<file path="config.mk">
export PLATFORM = sky130hd
export DESIGN_NAME = vacuum_head_pick_release_sequencer
export DESIGN_NICKNAME = d
export VERILOG_FILES = /design/src/hdl/vhprs_pkg.sv /design/src/hdl/vacuum_head_pick_release_sequencer.sv
export SDC_FILE = /design/constraint.sdc
export NUM_CORES = 1
export LEC_CHECK = 0
export ABC_AREA = 1
export ABC_CLOCK_PERIOD_IN_PS = 19100
export BUFFER_PORTS_ARGS = -buffer_cell sky130_fd_sc_hd__buf_2
export CORE_ASPECT_RATIO = 0.9
export CORE_MARGIN = 2
export CORE_UTILIZATION = 35
export DETAILED_ROUTE_END_ITERATION = 12
export SYNTH_ARGS = -nofsm -noshare
export SYNTH_HDL_FRONTEND = slang
export SYNTH_SLANG_ARGS = --single-unit
</file>
<file path="constraint.sdc">
create_clock -name clk -period 19.1 [get_ports clk]
set_clock_uncertainty 0.2 [all_clocks]
set_input_delay 1.91 -clock clk [delete_from_list [all_inputs] [get_ports clk]]
set_output_delay 1.91 -clock clk [all_outputs]
set_load 0.02 [all_outputs]
</file>
<file path="src/hdl/vhprs_pkg.sv">
// shared constants and codes for the vacuum head pick and release sequencer
package vhprs_pkg;

  // head count and retry limit
  localparam int HEADS        = 6;
  localparam int MAX_ATTEMPTS = 2;

  // field widths
  localparam int MODE_W    = 2;
  localparam int HEAD_W    = 3;
  localparam int ACT_W     = 3;
  localparam int STATUS_W  = 2;
  localparam int PHASE_W   = 3;
  localparam int RETRY_W   = 2;
  localparam int DELAY_W   = 16;
  localparam int TIMER_W   = 17;
  localparam int PROD_W    = DELAY_W + RETRY_W + 1;

  // configuration port
  localparam int PADDR_W   = 5;
  localparam int PDATA_W   = 32;
  localparam int REG_IDX_W = 3;

  localparam logic [TIMER_W-1:0] TIMER_MAX = '1;

  // register indexes
  localparam logic [REG_IDX_W-1:0] REG_DOWN_DELAY        = 3'd0;
  localparam logic [REG_IDX_W-1:0] REG_UP_DELAY          = 3'd1;
  localparam logic [REG_IDX_W-1:0] REG_SWITCH_DELAY      = 3'd2;
  localparam logic [REG_IDX_W-1:0] REG_PICK_AIR_DELAY    = 3'd3;
  localparam logic [REG_IDX_W-1:0] REG_RELEASE_AIR_DELAY = 3'd4;

  // register reset values
  localparam logic [DELAY_W-1:0] RST_DOWN_DELAY        = 16'd500;
  localparam logic [DELAY_W-1:0] RST_UP_DELAY          = 16'd500;
  localparam logic [DELAY_W-1:0] RST_SWITCH_DELAY      = 16'd100;
  localparam logic [DELAY_W-1:0] RST_PICK_AIR_DELAY    = 16'd200;
  localparam logic [DELAY_W-1:0] RST_RELEASE_AIR_DELAY = 16'd200;

  // input modes
  localparam logic [MODE_W-1:0] MODE_START_PICK    = 2'd0;
  localparam logic [MODE_W-1:0] MODE_START_RELEASE = 2'd1;
  localparam logic [MODE_W-1:0] MODE_STEP_PICK     = 2'd2;
  localparam logic [MODE_W-1:0] MODE_STEP_RELEASE  = 2'd3;

  // valve actions
  localparam logic [ACT_W-1:0] ACT_NONE     = 3'd0;
  localparam logic [ACT_W-1:0] ACT_CYL_DOWN = 3'd1;
  localparam logic [ACT_W-1:0] ACT_CYL_UP   = 3'd2;
  localparam logic [ACT_W-1:0] ACT_VAC_OFF  = 3'd3;
  localparam logic [ACT_W-1:0] ACT_VAC_ON   = 3'd4;

  // job status
  localparam logic [STATUS_W-1:0] ST_NEVER   = 2'd0;
  localparam logic [STATUS_W-1:0] ST_RUNNING = 2'd1;
  localparam logic [STATUS_W-1:0] ST_OK      = 2'd2;
  localparam logic [STATUS_W-1:0] ST_FAILED  = 2'd3;

  // sequence phases
  localparam logic [PHASE_W-1:0] PH_IDLE      = 3'd0;
  localparam logic [PHASE_W-1:0] PH_DOWN      = 3'd1;
  localparam logic [PHASE_W-1:0] PH_VAC_OFF   = 3'd2;
  localparam logic [PHASE_W-1:0] PH_VAC_ON    = 3'd3;
  localparam logic [PHASE_W-1:0] PH_UP        = 3'd4;
  localparam logic [PHASE_W-1:0] PH_CHECK     = 3'd5;
  localparam logic [PHASE_W-1:0] PH_DONE_OK   = 3'd6;
  localparam logic [PHASE_W-1:0] PH_DONE_FAIL = 3'd7;

endpackage

</file>
<file path="src/hdl/vacuum_head_pick_release_sequencer.sv">
// top level of the six-head vacuum pick and release sequencer
//
// Each head keeps two jobs, pick and release. A request word names a head
// and a mode: start pick, start release, step pick or step release. A start
// arms the job at cylinder down; every step moves the job one phase along
// (down, vacuum off, vacuum on or wait, up, check, done) once its delay
// timer has run out, and counts that timer down by one. The check reads
// part_held; a failed check retries with down and up delays scaled by the
// attempt number, and the job fails after two attempts. Heads above five
// return a word with accepted low and nothing changed.
// Request channel: req_valid / req_stall, response channel: rsp_valid /
// rsp_stall. Delays are set over the APB-style port at any idle time.
// A request word is held in an input register, processed against the head
// state and written to the response register; one word is taken every
// cycle unless req_stall is high. While the response is
// stalled, one more request is taken into the input register and then
// req_stall rises. Reset clears every job to idle, never started, timer
// zero, and loads the default delays.
module vacuum_head_pick_release_sequencer
  import vhprs_pkg::*;
(
  input  logic                clk,
  input  logic                rst,
  // request channel
  input  logic                req_valid,
  output logic                req_stall,
  input  logic [MODE_W-1:0]   mode,
  input  logic [HEAD_W-1:0]   head,
  input  logic                part_held,
  // response channel
  output logic                rsp_valid,
  input  logic                rsp_stall,
  output logic [HEAD_W-1:0]   head_out,
  output logic                accepted,
  output logic [ACT_W-1:0]    action,
  output logic [STATUS_W-1:0] job_status,
  output logic [PHASE_W-1:0]  phase,
  output logic [RETRY_W-1:0]  attempts,
  // configuration port
  input  logic                psel,
  input  logic                penable,
  input  logic                pwrite,
  input  logic [PADDR_W-1:0]  paddr,
  input  logic [PDATA_W-1:0]  pwdata,
  output logic [PDATA_W-1:0]  prdata,
  output logic                pready
);

  // configuration registers
  logic [DELAY_W-1:0] down_delay, up_delay, switch_delay;
  logic [DELAY_W-1:0] pick_air_delay, release_air_delay;

  // per head job state
  logic [PHASE_W-1:0]  pick_phase     [HEADS];
  logic [RETRY_W-1:0]  pick_retry     [HEADS];
  logic [TIMER_W-1:0]  pick_timer     [HEADS];
  logic [STATUS_W-1:0] pick_status    [HEADS];
  logic [PHASE_W-1:0]  release_phase  [HEADS];
  logic [RETRY_W-1:0]  release_retry  [HEADS];
  logic [TIMER_W-1:0]  release_timer  [HEADS];
  logic [STATUS_W-1:0] release_status [HEADS];

  // input register
  logic               s_valid;
  logic [MODE_W-1:0]  s_mode;
  logic [HEAD_W-1:0]  s_head;
  logic               s_held;

  // stage control
  logic res_load, s_fire, req_fire, cfg_write;
  logic [REG_IDX_W-1:0] reg_idx;

  // process stage signals
  logic                sel_pick, is_start, head_ok, ready, check_ok;
  logic [PHASE_W-1:0]  cur_phase, phase_next;
  logic [RETRY_W-1:0]  cur_retry, retry_next, retry_inc;
  logic [TIMER_W-1:0]  cur_timer, timer_next;
  logic [STATUS_W-1:0] cur_status, status_next;
  logic [ACT_W-1:0]    act;

  // delay scaled by the attempt number, saturated to the timer width
  function automatic logic [TIMER_W-1:0] scaled_delay(input logic [DELAY_W-1:0] base,
                                                      input logic [RETRY_W-1:0] retry);
    logic [PROD_W-1:0] prod;
    prod = PROD_W'(base) * PROD_W'({1'b0, retry} + 3'd1);
    return (prod > PROD_W'(TIMER_MAX)) ? TIMER_MAX : prod[TIMER_W-1:0];
  endfunction

  // handshake
  assign res_load  = !rsp_valid || !rsp_stall;
  assign s_fire    = s_valid && res_load;
  assign req_stall = s_valid && !res_load;
  assign req_fire  = req_valid && !req_stall;

  // configuration access
  assign pready    = 1'b1;
  assign reg_idx   = paddr[PADDR_W-1:2];
  assign cfg_write = psel && penable && pwrite && pready;

  always_comb begin
    prdata = '0;
    unique case (reg_idx)
      REG_DOWN_DELAY:        prdata = PDATA_W'(down_delay);
      REG_UP_DELAY:          prdata = PDATA_W'(up_delay);
      REG_SWITCH_DELAY:      prdata = PDATA_W'(switch_delay);
      REG_PICK_AIR_DELAY:    prdata = PDATA_W'(pick_air_delay);
      REG_RELEASE_AIR_DELAY: prdata = PDATA_W'(release_air_delay);
      default:               prdata = '0;
    endcase
  end

  always_ff @(posedge clk) begin
    if (rst) begin
      down_delay        <= RST_DOWN_DELAY;
      up_delay          <= RST_UP_DELAY;
      switch_delay      <= RST_SWITCH_DELAY;
      pick_air_delay    <= RST_PICK_AIR_DELAY;
      release_air_delay <= RST_RELEASE_AIR_DELAY;
    end else if (cfg_write) begin
      unique case (reg_idx)
        REG_DOWN_DELAY:        down_delay        <= pwdata[DELAY_W-1:0];
        REG_UP_DELAY:          up_delay          <= pwdata[DELAY_W-1:0];
        REG_SWITCH_DELAY:      switch_delay      <= pwdata[DELAY_W-1:0];
        REG_PICK_AIR_DELAY:    pick_air_delay    <= pwdata[DELAY_W-1:0];
        REG_RELEASE_AIR_DELAY: release_air_delay <= pwdata[DELAY_W-1:0];
        default: ;
      endcase
    end
  end

  // input register
  always_ff @(posedge clk) begin
    if (rst) begin
      s_valid <= 1'b0;
    end else if (req_fire) begin
      s_valid <= 1'b1;
    end else if (s_fire) begin
      s_valid <= 1'b0;
    end
  end

  always_ff @(posedge clk) begin
    if (req_fire) begin
      s_mode <= mode;
      s_head <= head;
      s_held <= part_held;
    end
  end

  // read the addressed job
  assign sel_pick = (s_mode == MODE_START_PICK) || (s_mode == MODE_STEP_PICK);
  assign is_start = (s_mode == MODE_START_PICK) || (s_mode == MODE_START_RELEASE);
  assign head_ok  = {1'b0, s_head} < (HEAD_W + 1)'(HEADS);

  always_comb begin
    cur_phase  = PH_IDLE;
    cur_retry  = '0;
    cur_timer  = '0;
    cur_status = ST_NEVER;
    if (head_ok) begin
      cur_phase  = sel_pick ? pick_phase[s_head]  : release_phase[s_head];
      cur_retry  = sel_pick ? pick_retry[s_head]  : release_retry[s_head];
      cur_timer  = sel_pick ? pick_timer[s_head]  : release_timer[s_head];
      cur_status = sel_pick ? pick_status[s_head] : release_status[s_head];
    end
  end

  // phase step of one job
  assign ready     = (cur_timer == '0);
  assign check_ok  = sel_pick ? s_held : !s_held;
  assign retry_inc = (cur_retry == '1) ? cur_retry : cur_retry + 1'b1;

  always_comb begin
    phase_next  = cur_phase;
    retry_next  = cur_retry;
    timer_next  = cur_timer;
    status_next = cur_status;
    act         = ACT_NONE;
    if (is_start) begin
      phase_next  = PH_DOWN;
      retry_next  = '0;
      timer_next  = '0;
      status_next = ST_RUNNING;
    end else begin
      unique case (cur_phase)
        PH_IDLE: begin
          retry_next = '0;
        end
        PH_DOWN: begin
          act        = ACT_CYL_DOWN;
          timer_next = scaled_delay(down_delay, cur_retry);
          phase_next = PH_VAC_OFF;
        end
        PH_VAC_OFF: begin
          if (ready) begin
            act        = ACT_VAC_OFF;
            timer_next = TIMER_W'(switch_delay);
            phase_next = PH_VAC_ON;
          end
        end
        PH_VAC_ON: begin
          if (ready) begin
            act        = sel_pick ? ACT_VAC_ON : ACT_NONE;
            timer_next = sel_pick ? TIMER_W'(pick_air_delay) : TIMER_W'(release_air_delay);
            phase_next = PH_UP;
          end
        end
        PH_UP: begin
          if (ready) begin
            act        = ACT_CYL_UP;
            timer_next = scaled_delay(up_delay, cur_retry);
            phase_next = PH_CHECK;
          end
        end
        PH_CHECK: begin
          if (ready) begin
            if (check_ok) begin
              phase_next = PH_DONE_OK;
            end else begin
              retry_next = retry_inc;
              phase_next = (32'(retry_inc) < MAX_ATTEMPTS) ? PH_DOWN : PH_DONE_FAIL;
            end
          end
        end
        PH_DONE_OK: begin
          status_next = ST_OK;
          phase_next  = PH_IDLE;
        end
        PH_DONE_FAIL: begin
          status_next = ST_FAILED;
          phase_next  = PH_IDLE;
        end
        default: ;
      endcase
      // timer counts down at the end of every step
      if (timer_next != '0) begin
        timer_next = timer_next - 1'b1;
      end
    end
  end

  // job state write back
  always_ff @(posedge clk) begin
    if (rst) begin
      for (int i = 0; i < HEADS; i++) begin
        pick_phase[i]     <= PH_IDLE;
        pick_retry[i]     <= '0;
        pick_timer[i]     <= '0;
        pick_status[i]    <= ST_NEVER;
        release_phase[i]  <= PH_IDLE;
        release_retry[i]  <= '0;
        release_timer[i]  <= '0;
        release_status[i] <= ST_NEVER;
      end
    end else if (s_fire && head_ok) begin
      if (sel_pick) begin
        pick_phase[s_head]  <= phase_next;
        pick_retry[s_head]  <= retry_next;
        pick_timer[s_head]  <= timer_next;
        pick_status[s_head] <= status_next;
      end else begin
        release_phase[s_head]  <= phase_next;
        release_retry[s_head]  <= retry_next;
        release_timer[s_head]  <= timer_next;
        release_status[s_head] <= status_next;
      end
    end
  end

  // response register
  always_ff @(posedge clk) begin
    if (rst) begin
      rsp_valid <= 1'b0;
    end else if (res_load) begin
      rsp_valid <= s_valid;
    end
  end

  always_ff @(posedge clk) begin
    if (s_fire) begin
      head_out   <= s_head;
      accepted   <= head_ok;
      action     <= head_ok ? act         : ACT_NONE;
      job_status <= head_ok ? status_next : ST_NEVER;
      phase      <= head_ok ? phase_next  : PH_IDLE;
      attempts   <= head_ok ? retry_next  : '0;
    end
  end

  // checks
  a_accept_head: assert property (@(posedge clk) disable iff (rst)
    rsp_valid |-> (accepted == ({1'b0, head_out} < (HEAD_W + 1)'(HEADS))))
    else $error("accepted flag does not match head range");

  a_attempt_limit: assert property (@(posedge clk) disable iff (rst)
    rsp_valid |-> (32'(attempts) <= MAX_ATTEMPTS))
    else $error("attempt count above limit");

  a_vac_on_phase: assert property (@(posedge clk) disable iff (rst)
    (rsp_valid && (action == ACT_VAC_ON)) |-> (phase == PH_UP))
    else $error("vacuum on outside pick air phase");

  a_full_stall: assert property (@(posedge clk) disable iff (rst)
    (s_valid && rsp_valid && rsp_stall) |-> req_stall)
    else $error("request taken with both stages full");

endmodule
</file>
==> results.txt <==
status: complete, no violations
peak supply drop: 0.0725 mV
ys async rst share: 0
Top cell by count, worst path: inv_1
first-pass GRT wire length: 118000 µm
unrepaired setup endpoints after global routing: no
final setup TNS: 0 ns
commonest non-fill, non-tap cell in the layout: nand2_1
dpl ws: 9.15 ns
Final Cycle Share: 0.524
CP Capture Type: flip-flop
Warnings, synthesis: 0
GRT Total Usage: 0.198
Die Area: 77900 µm²
vias in the first global route: 19800
Initial DRC Count: 2207
average vias per placed instance: 5.08
port buffer count: 63
synth-to-layout area growth: 11.4%
Max-cap violations: 0
antenna violations before repair: 0
cell taking the most area after synthesis: edfxtp_1
HPWL Detailed: 50800 µm
share of the synthesized area in the top cell type: 0.458
n_diodes: 0
Max Fanout on Critical Path: 54
Unique masters post-synth: 53
Worst EP required: 19.24 ns
total grt overflow: 0
max-slew violations: 0
Setup crit start kind: flip-flop
worst-skew pair later-pin latency: 0.60 ns
Final GP Congestion: 0.890
PwrDens: 92.5 nW/µm²
Final setup viols: 0
Initial Utilization: 0.354
EDFF count, synth: 404
1st-pass router iterations: 5
via count: 21400
f_max: 99.9 MHz
Routed WL: 78500 µm
sequential fraction of the synthesis area: 0.522
syn_area_per_cell: 8.49 µm²
Slew @ Worst Pin: 1.29 ns
Die Width: 294 µm
utilization after layout: 0.395
worst path bufs/invs: 12
layout cells sized above 1: 0.0797
shortest period the worst path allows: 10.01 ns
adder-cell share of the synthesized area: 0.0416
max_slew headroom: 0.133
CTS root buf: clkbuf_16
largest net degree at the start of global routing: 89
setup bufs post-CTS: 0
WL/cell: 18.6 µm
Compound-Gate Fraction of Synth Area: 0.0850
Leak: 12.6 nW
CTS-repair resized insts: 0
ANT nets after route: 0
WS Path Type: flip-flop to flip-flop
largest cells by area after synthesis: edfxtp_1 (46%), nand2_1 (10%), nor2_1 (8.4%)
Final Hold Viols: 0
Post-synth top flop: edfxtp_1
Post-Syn Area: 26500 µm²
number of buffers created by CTS: 51
Critical Path AT: 10.15 ns
CTS tree: done
Simple-Gate Fraction of Synth Area: 0.259
DRC Markers: 0
I/O pins: 99
max incr delay on CP: 1.06 ns
htree depth: 2
row count: 95
CP delay by family, top: simple AND/OR/NAND/NOR gates
XOR/XNOR Fraction of Synth Area: 0.0105
CP max stage cell: ha_1
Worst Setup Slack, final: 9.09 ns
clk buf depth: 3
most frequent cells in the layout: nand2_1 (720), nor2_1 (594), edfxtp_1 (404)
Core Box Area: 74800 µm²
post-synthesis cell count: 3120
flops & latches, synth: 489
Hold Crit Class: flip-flop to flip-flop
clk sinks: 489
combinational family with the most area after synthesis: simple AND/OR/NAND/NOR gates
Worst-path clk slew: 0.06 ns
post-synthesis mux area share: 0.000378
Net count, final: 3330
cts hold-fix bufs: 0
Die Y: 265 µm
power by group:
group / internal, W / switching, W / total [W]
Combinational: 0.000159 / 0.000388 / 0.000546
Sequential: 0.00119 / 0.0000202 / 0.00121
Clock: 0.000552 / 0.000420 / 0.000972
Yosys cell counts (30+ instances only):
cell      count
nor2_1      596
buf_2        38
dfxtp_1      85
fa_1         30
o211ai_1     34
ha_1         40
nand3_1     225
o21ai_0     219
clkbuf_1     84
a21oi_1      67
edfxtp_1    404
inv_1       306
nand2_1     724
per-layer routing:
metal,up-vias,global-route usage,part of all wire,wire length [µm]
li1,10300,-,-,-
met2,884,0.308,0.44,34800
met1,10100,0.287,0.45,35100
met4,0,0.0513,0.024,1880
met3,139,0.0318,0.085,6690
met5,-,0,0,0
kinds of logic after synthesis:
kind of cell / Yosys count
other: 2
buffers and inverters: 500
and+or+nand+nor: 1630
muxes: 1
AOI/OAI and AO/OA: 397
adders and majority gates: 70
xor gates and xnor gates: 31
DFF: 489
layout make-up:
type,count,area (µm²)
clock buffer,61,1340
clock inverter,30,277
fill,7535,45300
inverter,319,1200
multi-input combinational,2242,11000
sequential,489,13800
tap,970,1210
timing repair buffer,107,646
flip-flops by register name, indices dropped and copies added (netlist names), named ones only:
register           count
accepted               1
action                 3
attempts               2
down_delay            16
head_out               3
job_status             2
phase                  3
pick_air_delay        16
pick_phase            24
pick_retry            16
pick_status           16
pick_timer           136
release_air_delay     16
release_phase         24
release_retry         16
release_status        16
release_timer        136
rsp_valid              1
s_head                 3
s_held                 1
s_mode                 2
s_valid                1
switch_delay          16
up_delay              16
stage by stage:
stage	instances	instance area [µm²]	power [W]	hold slack [ns]
after floorplan	3231	26900	0.00162	0.239
after global placement	4127	27900	0.00177	0.256
after detailed placement	4127	27900	0.00177	0.262
after CTS	4218	29500	0.00274	0.271
after global routing	4218	29500	0.00285	0.291
final	4218	29500	0.00273	0.269
final timing paths:
path,cells past startpoint,end,start,slack [ns]
max,37,release_timer[5][3],flip-flop,9.09
min,2,pick_air_delay[12],pick_air_delay[12],0.27
max reg2reg,37,release_timer[5][3],flip-flop,9.09
min reg2reg,2,pick_air_delay[12],pick_air_delay[12],0.27
tightest hold or removal path, cell delays in order, from the launching register on:
cell	delay [ns]
dfxtp_1	0.31
inv_1	0.06
a21oi_1	0.05
No activity file was read; power rests on OpenSTA's default activity.
